### src/design/mpo_pkg.sv
// ----------------------------------------------------------------------------
// mpo_pkg: shared types and constants for the perturb-and-observe tracker
// Field widths, register indexes, control modes, fixed-point reciprocals and
// the structs that travel between the front end, the queue and the back end.
// ----------------------------------------------------------------------------
`default_nettype none

package mpo_pkg;

   // field widths
   localparam int CUR_W   = 16;
   localparam int VOLTS_W = 6;
   localparam int ADC_W   = 10;
   localparam int DUTY_W  = 8;
   localparam int WATT_W  = 12;
   localparam int TREND_W = 2;
   localparam int MODE_W  = 2;
   localparam int TICK_W  = 16;
   localparam int MAXW_W  = 11;
   localparam int CSR_IDX_W  = 3;
   localparam int CSR_DATA_W = 16;

   // averaging window
   localparam int AVERAGE_COUNT = 5;
   localparam int IDX_W   = (AVERAGE_COUNT > 1) ? $clog2(AVERAGE_COUNT) : 1;
   localparam int SUM_W   = WATT_W + $clog2(AVERAGE_COUNT) + 1;
   localparam int AVG_SHIFT   = 18;
   localparam int AVG_RECIP_W = AVG_SHIFT + 1;
   localparam logic [AVG_RECIP_W-1:0] AVG_RECIP =
      AVG_RECIP_W'(((2 ** AVG_SHIFT) + AVERAGE_COUNT - 1) / AVERAGE_COUNT);
   localparam int AVG_PROD_W = SUM_W + AVG_RECIP_W;

   // volts * mA product and divide by 1000 through a reciprocal
   localparam int PROD_W     = VOLTS_W + CUR_W;       // signed product
   localparam int MAG_W      = PROD_W - 1;            // magnitude bound 2^21
   localparam int DIV_SHIFT  = 31;
   localparam int RECIP_W    = 22;
   localparam logic [RECIP_W-1:0] RECIP_1000 =
      RECIP_W'((64'd2147483648 + 64'd999) / 64'd1000);
   localparam int RQ_W       = MAG_W + RECIP_W;
   localparam int QUOT_W     = RQ_W - DIV_SHIFT;

   localparam logic signed [WATT_W-1:0] WATT_MAX = 12'sh7FF;
   localparam logic signed [WATT_W-1:0] WATT_MIN = 12'sh800;
   localparam logic [DUTY_W-1:0] DUTY_TOP = '1;

   // reset values of the registers
   localparam logic [TICK_W-1:0] TICK_PERIOD_RESET = 16'd500;
   localparam logic [MAXW_W-1:0] MAX_WATTS_RESET   = 11'd10;

   // queue between front and back
   localparam int Q_DEPTH = 2;
   localparam int Q_PTR_W = (Q_DEPTH > 1) ? $clog2(Q_DEPTH) : 1;
   localparam int Q_CNT_W = $clog2(Q_DEPTH + 1);

   typedef enum logic [MODE_W-1:0] {
      MODE_SEARCH = 2'd0,
      MODE_SWEEP  = 2'd1,
      MODE_HOLD   = 2'd2
   } mode_type;

   typedef enum logic [CSR_IDX_W-1:0] {
      REG_CONTROL_MODE    = 3'd0,
      REG_TICK_PERIOD     = 3'd1,
      REG_TARGET_VOLTS    = 3'd2,
      REG_MAX_WATTS       = 3'd3,
      REG_INPUT_SENSE_EN  = 3'd4,
      REG_INPUT_THRESHOLD = 3'd5
   } reg_index_type;

   typedef enum logic [TREND_W-1:0] {
      TREND_NONE     = 2'd0,
      TREND_DROP     = 2'd1,
      TREND_INCREASE = 2'd2
   } trend_type;

   typedef struct packed {
      logic [MODE_W-1:0]  control_mode;
      logic [TICK_W-1:0]  tick_period;
      logic [VOLTS_W-1:0] target_volts;
      logic [MAXW_W-1:0]  max_watts;
      logic               input_sense_enable;
      logic [ADC_W-1:0]   input_threshold_counts;
   } cfg_type;

   // one control update handed from front to back
   typedef struct packed {
      logic signed [CUR_W-1:0] held_current;
      logic [VOLTS_W-1:0]      held_volts;
      logic                    in_low;
   } upd_type;

endpackage

`default_nettype wire

### src/design/mpo_queue.sv
// ----------------------------------------------------------------------------
// mpo_queue: short update queue
// First-word-fall-through queue between the front end and the back end.
// ----------------------------------------------------------------------------
`default_nettype none

module mpo_queue import mpo_pkg::*; (
   input  logic    clock,
   input  logic    reset,
   input  logic    push,
   input  upd_type push_data,
   output logic    full,
   input  logic    pop,
   output logic    pop_valid,
   output upd_type pop_data
);

   upd_type              mem_ff [Q_DEPTH];
   logic [Q_PTR_W-1:0]   wr_ptr_ff, wr_ptr_in;
   logic [Q_PTR_W-1:0]   rd_ptr_ff, rd_ptr_in;
   logic [Q_CNT_W-1:0]   count_ff, count_in;
   logic                 do_push;
   logic                 do_pop;

   assign full      = count_ff == Q_CNT_W'(Q_DEPTH);
   assign pop_valid = count_ff != '0;
   assign pop_data  = mem_ff[rd_ptr_ff];
   assign do_push   = push && !full;
   assign do_pop    = pop && pop_valid;

   // pointer and count update
   always_comb begin
      wr_ptr_in = wr_ptr_ff;
      rd_ptr_in = rd_ptr_ff;
      count_in  = count_ff;
      if (do_push) begin
         wr_ptr_in = (wr_ptr_ff == Q_PTR_W'(Q_DEPTH - 1)) ? '0 : wr_ptr_ff + 1'b1;
      end
      if (do_pop) begin
         rd_ptr_in = (rd_ptr_ff == Q_PTR_W'(Q_DEPTH - 1)) ? '0 : rd_ptr_ff + 1'b1;
      end
      case ({do_push, do_pop})
         2'b10:   count_in = count_ff + 1'b1;
         2'b01:   count_in = count_ff - 1'b1;
         default: count_in = count_ff;
      endcase
   end

   always_ff @(posedge clock) begin
      if (reset) begin
         wr_ptr_ff <= '0;
         rd_ptr_ff <= '0;
         count_ff  <= '0;
      end else begin
         wr_ptr_ff <= wr_ptr_in;
         rd_ptr_ff <= rd_ptr_in;
         count_ff  <= count_in;
      end
   end

   always_ff @(posedge clock) begin
      if (do_push) begin
         mem_ff[wr_ptr_ff] <= push_data;
      end
   end

endmodule

`default_nettype wire

### config.mk
export PLATFORM = sky130hd
export DESIGN_NAME = mpo_queue
export DESIGN_NICKNAME = d
export VERILOG_FILES = /design/src/design/mpo_pkg.sv /design/src/design/mpo_queue.sv
export SDC_FILE = /design/constraint.sdc
export NUM_CORES = 1
export LEC_CHECK = 0
export BUFFER_PORTS_ARGS = -buffer_cell sky130_fd_sc_hd__buf_2
export CAP_MARGIN = 20
export CORE_MARGIN = 2
export CORE_UTILIZATION = 40
export DETAILED_ROUTE_END_ITERATION = 6
export PLACE_DENSITY = 0.69
export SLEW_MARGIN = 20
export SYNTH_ARGS = -nofsm -noshare
export SYNTH_HDL_FRONTEND = slang
export SYNTH_SLANG_ARGS = --single-unit
### constraint.sdc
create_clock -name clock -period 1.9 [get_ports clock]
set_input_delay 0.285 -clock clock [delete_from_list [all_inputs] [get_ports clock]]
set_output_delay 0.285 -clock clock [all_outputs]
set_load 0.005 [all_outputs]
==> results.txt, run 1 <==
The run finished with clean final reports. The worst relative slew slack was 87.6%; the layout overhead on the synthesized area was 26.3%. The die is 72.5 um tall.

For the core occupancy in the finished layout, the log shows 53.4%. Leaving out fill and tap cells, the most frequent cell in the layout is sky130_fd_sc_hd__buf_2. The cell type with the largest total area after synthesis was sky130_fd_sc_hd__edfxtp_1. The logs give 0 for the diode insertion count for antenna repair and 24 for the row count. In this run, post-CTS hold repair placed 0 buffers. In the final design database the tool counted 186 nets. The fraction of the yosys area taken by sequential cells is 78.9%, and the count of pins over their slew limit is 0. The count of fill cells added during filler insertion is 379. IR analysis of the VDD net gives a maximum drop of 0.689 mV. The critical path goes through buf_4 -> mux2_2 -> buf_2.

Synthesis instantiated 19 different standard cells from the library. Setup violations remaining at the end of the flow were counted as 0. After legalization and detailed placement, the total HPWL measured 2350 um.

The tools report the initial core utilization as 42.2%. In the global route stage, overall resource usage came out at 13.0%. The warning count from the yosys run is 0, and the share of the synthesized area in the top cell type is 73.6%.

The critical path class is flip-flop to output port. For the number of violations of the max-capacitance limit, the log shows 0. The detailed-route wire length per cell is 14.9 um, and the setup TNS after final layout is 0 ps. Dividing the synthesized area by the synthesized cell count gives 19.3 um^2. After the first detailed-routing iteration, the DRC count stood at 61. The run gives 5060 um as the first-pass GRT wire length. TritonCTS built the clock tree. The tools report the CTS sink count as 51. The number of setup buffers added after CTS is 0. The logs give 0.641 for the global placement routability congestion and 1620 ps for the data required time at the worst endpoint. On the critical path, the stage with the largest delay is an instance of sky130_fd_sc_hd__dfxtp_2. The buffer and inverter count on the worst path works out to 2. TritonCTS created 5 clock buffers. The core region is 4440 um^2. Derived from the worst setup path, the maximum achievable clock frequency is 595 MHz.

Between clock sinks in the finished design, the worst skew comes to 5.37 ps. Clock latency of the later-clocked register in the worst-skew pair: 290 ps. Setup repair after global routing left no endpoint under its margin. The initial antenna violation count is 0, and the arrival time at the worst endpoint is 1400 ps.

Clock tree root driver cell: sky130_fd_sc_hd__clkbuf_8. The routed design could run at a clock period as short as 1680 ps. The peak per-stage delay on the critical path came out at 420 ps. The largest fanout on the critical path came out at 10.

The number of iterations in the first detailed-routing pass is 2, and the count of pins on the block boundary is 52. Port buffering added 51 buffers. The tools report the via count of the first global-routing pass as 1153.

Entering global routing, the biggest net connects 24 pins. The synthesized netlist net count was 125. Among cell families on the critical path, the largest total delay comes from flip-flops. Summed over all cells, the static leakage comes to 0.924 nW. The run gives 0 as the post-cts gate resize count. The tightest min-delay check is of the input pin to flip-flop type.

The area of the die was 5260 um^2. For the maximum clock insertion buffer count, the log shows 2. The startpoint kind of the worst setup timing path was a flip-flop. Routed via count: 1028. The total wire length after detailed routing was 3150 um. The count of final hold-check violations was 0. After detailed routing, the number of remaining DRC violations is 0. The clock transition at the register clock pins on the worst setup and hold paths after CTS is 80 ps, and the overall die width is 72.5 um. Ranked by total cell area, the synthesized netlist is headed by sky130_fd_sc_hd__edfxtp_1 (74%), sky130_fd_sc_hd__mux2_2 (8.4%), sky130_fd_sc_hd__mux2_1 (5.4%). For this design the ratio of total power to cell area is 1330 nW/um^2. After layout, the worst path uses 88.5% of the clock period. Summing every instance area after synthesis gives 1880 um^2. After detailed routing, the number of vias per cell comes to 4.87. The total congestion overflow was 0; the number of flip-flops and latches in the synthesized netlist was 51. Of the cells placed in the final design, the portion with a size suffix greater than 1 is 50.9%. For the number of H-tree branching levels, the log shows 2.

The top cell types in the final layout, fill and taps aside, are sky130_fd_sc_hd__buf_2 (51), sky130_fd_sc_hd__edfxtp_1 (46), sky130_fd_sc_hd__mux2_2 (14). The number of standard cells after synthesis was 97. For the pin with the worst max-slew slack, the measured transition is 184 ps. The worst setup path is captured at an output port.

For the remaining number of nets flagged by the antenna check after routing, the log shows 0.
==> layout make-up <==
class / instances / area [um^2] / share of cell area [%]
clock buffers: 6 / 72.6 / 3.06
multi-input cells: 41 / 374 / 15.8
inverters: 3 / 11.3 / 0.475
repair buffers: 56 / 305 / 12.9
well taps: 52 / 65.1 / 2.74
flip-flops and latches: 51 / 1480 / 62.5
clock inverters: 2 / 60.1 / 2.53
==> path summary, 6_finish.rpt <==
check	startpoint	to	slack, ps	cells past startpoint
min	push_data[21]	mem_ff[0][21]$_DFFE_PP_	180	1
max reg2reg	count_ff[0]$_SDFFE_PP0P_	mem_ff[0][1]$_DFFE_PP_	340	5
max	flip-flop	pop_data[14]	220	3
min reg2reg	wr_ptr_ff$_SDFFE_PP0N_	wr_ptr_ff$_SDFFE_PP0N_	510	2
==> power by group <==
| group | total [mW] | leakage [nW] | switching [mW] | internal [mW] |
|---|---|---|---|---|
| registers | 1.50 | 0.472 | 0.0804 | 1.42 |
| clock network | 0.845 | 0.0654 | 0.319 | 0.526 |
| logic | 0.794 | 0.387 | 0.364 | 0.430 |
==> cells by family (layout without fill, tap and decap cells) <==
| kind of cell | after synthesis | after routing | synth area share, % |
|---|---|---|---|
| flip-flops | 51 | 51 | 78.9 |
| AO/OA/AOI/OAI | 5 | 5 | 1.47 |
| XOR/XNOR | 3 | 3 | 1.40 |
| multiplexers | 23 | 23 | 13.8 |
| adder cells (fa/ha/maj) | 1 | 1 | 0.667 |
| buffers and inverters | 5 | 67 | 1.13 |
| AND/OR/NAND/NOR | 9 | 9 | 2.60 |
==> cells in the mapped netlist <==
cell,count
sky130_fd_sc_hd__or2_2,1
sky130_fd_sc_hd__inv_2,1
sky130_fd_sc_hd__xor2_1,1
sky130_fd_sc_hd__inv_1,2
sky130_fd_sc_hd__ha_1,1
sky130_fd_sc_hd__dfxtp_1,5
sky130_fd_sc_hd__and3_1,1
sky130_fd_sc_hd__xnor2_1,2
sky130_fd_sc_hd__nand2b_2,1
sky130_fd_sc_hd__a21oi_1,2
sky130_fd_sc_hd__buf_2,2
sky130_fd_sc_hd__mux2_2,14
sky130_fd_sc_hd__nand2_1,1
sky130_fd_sc_hd__o21a_1,1
sky130_fd_sc_hd__mux2_1,9
sky130_fd_sc_hd__nor2_1,3
sky130_fd_sc_hd__or3_1,2
sky130_fd_sc_hd__o21ai_0,2
sky130_fd_sc_hd__edfxtp_1,46
==> stage by stage <==
stage	setup slack (ps)	total power, mW	area (um^2)	instances	hold WS (ps)
after floorplan	158	1.97	1880	97	354
after detailed placement	347	2.34	2240	203	477
after CTS	64.7	3.19	2370	211	166
after global placement	411	2.30	2240	203	473
final	219	3.14	2370	211	178
after global routing	129	3.31	2370	211	161
==> layer usage <==
layer	global-route usage [%]	vias to the layer above	routed length (um)
met2	25.5	36	1770
met4	4.32	0	26
met1	12.0	501	1130
li1	-	489	-
met5	0	-	0
met3	5.00	2	225
==> registers in the layout (all words and copies together), names as in the netlist, named ones only <==
register / flops
rd_ptr_ff: 1
count_ff: 2
wr_ptr_ff: 1
mem_ff: 46
(Power assumes the default switching activity.)
==> run 2, diff against run 1 <==
--- a/config.mk
+++ b/config.mk
@@ -12,2 +12,3 @@
 export DETAILED_ROUTE_END_ITERATION = 6
+export MAX_ROUTING_LAYER = met4
 export PLACE_DENSITY = 0.69
--- a/constraint.sdc
+++ b/constraint.sdc
@@ -3,2 +3,2 @@
 set_output_delay 0.285 -clock clock [all_outputs]
-set_load 0.005 [all_outputs]
+set_load 0.05 [all_outputs]
==> run 2 against run 1 <==
  * Routed wire length shrank 1.8%
  * Power grew 21%
  * Final cell count is the same
  * Sequential power is essentially flat
  * Worst setup slack lost 79 ps
  * Via count shrank 1.4%
  * Clock skew grew 1.8 ps
  * Register-to-register slack is essentially flat
  * Clock-buffer cell count is the same
  * Critical endpoint is now pop_data[5]
  * Highest routed layer unchanged
==> results.txt, run 2 (same netlist as run 1, synthesis figures left out) <==
The flow ran to the end, and the final reports show no timing, DRC or antenna violations. The largest fanout on the critical path was 10 (unchanged); the global-route usage over all layers was 13.0% (about the same). The diode insertion count for antenna repair was 0 (unchanged); the final number of setup-violating endpoints was 0 (unchanged). The tools report the worst hold slack after final layout as 175 ps (was 178 ps).

The run gives 1014 (was 1028) as the routed via count. The run gives 52 (unchanged) as the count of pins on the block boundary. The global placement routability congestion is 0.663 (was 0.641), and the count of fill cells added during filler insertion is 383 (was 379). Setup repair after global routing left no endpoint under its margin. The overall die width came out at 72.5 um (unchanged). The area of the die is 5260 um^2 (unchanged).

The most utilized layer in the global route result was met2 (unchanged). The top achievable clock speed was 568 MHz (was 595 MHz). Total congestion overflow: 0 (unchanged). The run gives 2280 um (was 2350 um) as the detailed placer's ending HPWL. The classification of the worst-slack hold path is input pin to flip-flop (unchanged). The power per cell area is 1610 nW/um^2 (was 1330 nW/um^2).

The clock tree root driver cell is sky130_fd_sc_hd__clkbuf_8 (unchanged). The remaining number of nets flagged by the antenna check after routing was 0 (unchanged). The logs give 0 (unchanged) for the number of violations of the max-capacitance limit and 22.4% (was 25.5%) for the met2 track demand over resource in global routing.

The die height is 72.5 um (unchanged). TritonCTS built the clock tree. For the first-iteration detailed-routing DRC count, the log shows 49 (was 61).

Most used cells in the layout excluding fill and tap cells: sky130_fd_sc_hd__buf_2 (51), sky130_fd_sc_hd__edfxtp_1 (46), sky130_fd_sc_hd__mux2_2 (14) (unchanged). The initial core utilization was 42.2% (unchanged). The post-route minimum period is 1760 ps (was 1680 ps), and the CTS sink count is 51 (unchanged).

The tools report the count of pins over their slew limit as 0 (unchanged). Largest registers ranked by flip-flop count: mem_ff (46), count_ff (2) (unchanged). The largest clock skew in the final design is 7.17 ps (was 5.37 ps), and the leakage power is 0.924 nW (unchanged). Worst reg2reg path startpoint: count_ff[0]$_SDFFE_PP0P_ (unchanged). The logs give 4890 um (was 5060 um) for the first-pass GRT wire length and 13.7% (was 12.0%) for the met1 track utilization from global routing.

The ratio of routed vias to standard cells is 4.81 (was 4.87). The setup TNS after final layout came out at 0 ps (unchanged). The tools report the power after layout as 3.81 mW (was 3.14 mW). For the summed area of non-filler cells in the final layout, the log shows 2370 um^2 (unchanged). The tools report the worst relative slew slack as 83.1% (was 87.6%). The maximum number of pins on one net before global-route repair was 24 (unchanged).

The final routed DRC violation total is 0 (unchanged), and the total wire length after detailed routing is 3100 um (was 3150 um). Critical path class: flip-flop to output port (unchanged). The clock latency of the later-clocked register in the worst-skew pair was 290 ps (about the same); the TritonCTS buffer count was 5 (unchanged). The number of flip-flops in the largest register was 46 (unchanged).

Global routing met3 resource utilization: 4.86% (was 5.00%). The largest voltage drop on the vdd net came out at 0.865 mV (was 0.689 mV). The run gives 1470 ps (was 1400 ps) as the arrival time at the worst endpoint. Number of standard cells in the final layout excluding fillers: 211 (unchanged). The data required time at the worst endpoint was 1620 ps (about the same); the detailed-route wire length per cell was 14.7 um (was 14.9 um). The actual transition at the worst max-transition pin was 255 ps (was 184 ps). The startpoint kind of the worst setup timing path is a flip-flop (unchanged). For the instance area at placement, the log shows 2240 um^2 (unchanged). For the number of iterations in the first detailed-routing pass, the log shows 4 (was 2). The logs give 2 (unchanged) for the maximum clock insertion buffer count and 0 (unchanged) for the initial antenna violation count. The fraction of layout cells with a size suffix above 1 came out at 50.9% (unchanged). Via count of the first global-routing pass: 1102 (was 1153).

The clock transition at the register clock pins on the worst setup and hold paths after CTS is 90 ps (was 80 ps), and the layout overhead on the synthesized area is 26.3% (unchanged). The core outline area is 4440 um^2 (unchanged). The tools report the startpoint of the lowest-slack hold path as push_data[21] (unchanged). For the count of placed standard cells including taps, the log shows 203 (unchanged). The most common cell after layout, fill and taps aside was sky130_fd_sc_hd__buf_2 (unchanged).

The run gives 24 (unchanged) as the row count. The tools report the kind of end point of the critical path as an output port (unchanged). The total of buffers placed on input and output ports came out at 51 (unchanged). The count of final hold-check violations was 0 (unchanged).

The final period utilization is 92.6% (was 88.5%). For the number of H-tree branching levels, the log shows 2 (unchanged). The final net count was 186 (unchanged). Register containing the most flip-flops in the final layout: mem_ff (unchanged).
[run 2: metrics by stage]
step,util [%],setup slack (ps)
after global placement,50.3,347
after floorplan,-,54.4
final,53.4,140
after CTS,53.4,90.2
after global routing,53.4,59.1
after detailed placement,50.3,304
[run 2: path summary, 6_finish.rpt]
kind                        endpoint  slack (ps)  cells past startpoint
max reg2reg   mem_ff[0][0]$_DFFE_PP_         350                      5
min          mem_ff[0][21]$_DFFE_PP_         170                      1
min reg2reg   wr_ptr_ff$_SDFFE_PP0N_         500                      2
max                      pop_data[5]         140                      3
[run 2: power breakdown]
part,internal [mW],switching [mW],total [mW]
sequential,1.42,0.0795,1.50
clock,0.526,0.321,0.846
combinational,0.437,1.02,1.46
[run 2: cell type report]
| cell class | count | area [um^2] | area share (%) |
|---|---|---|---|
| multi-input combinational | 41 | 374 | 15.8 |
| clock buffer | 6 | 72.6 | 3.06 |
| timing repair buffer | 56 | 305 | 12.9 |
| clock inverter | 2 | 60.1 | 2.53 |
| tap | 52 | 65.1 | 2.74 |
| inverter | 3 | 11.3 | 0.475 |
| sequential | 51 | 1480 | 62.5 |
[run 2: per-layer routing]
| metal | up-vias | share of wire [%] |
|---|---|---|
| met5 | - | 0 |
| met4 | 0 | 1.0 |
| met3 | 4 | 6.9 |
| met2 | 32 | 53 |
| met1 | 489 | 39 |
| li1 | 489 | - |
[run 2: critical path: stages, from the launching register on]
cell                      delay (ps)
sky130_fd_sc_hd__dfxtp_2         410
sky130_fd_sc_hd__buf_4           220
sky130_fd_sc_hd__mux2_1          340
sky130_fd_sc_hd__buf_2           220
[run 2: repair_timing]
| item | CTS | global route |
|---|---|---|
| hold endpoints to repair | 0 | 0 |
| setup buffers | 0 | 0 |
| gates resized for setup | 1 | 0 |
| setup endpoints to repair | 10 | 0 |
| hold buffers | 0 | 0 |
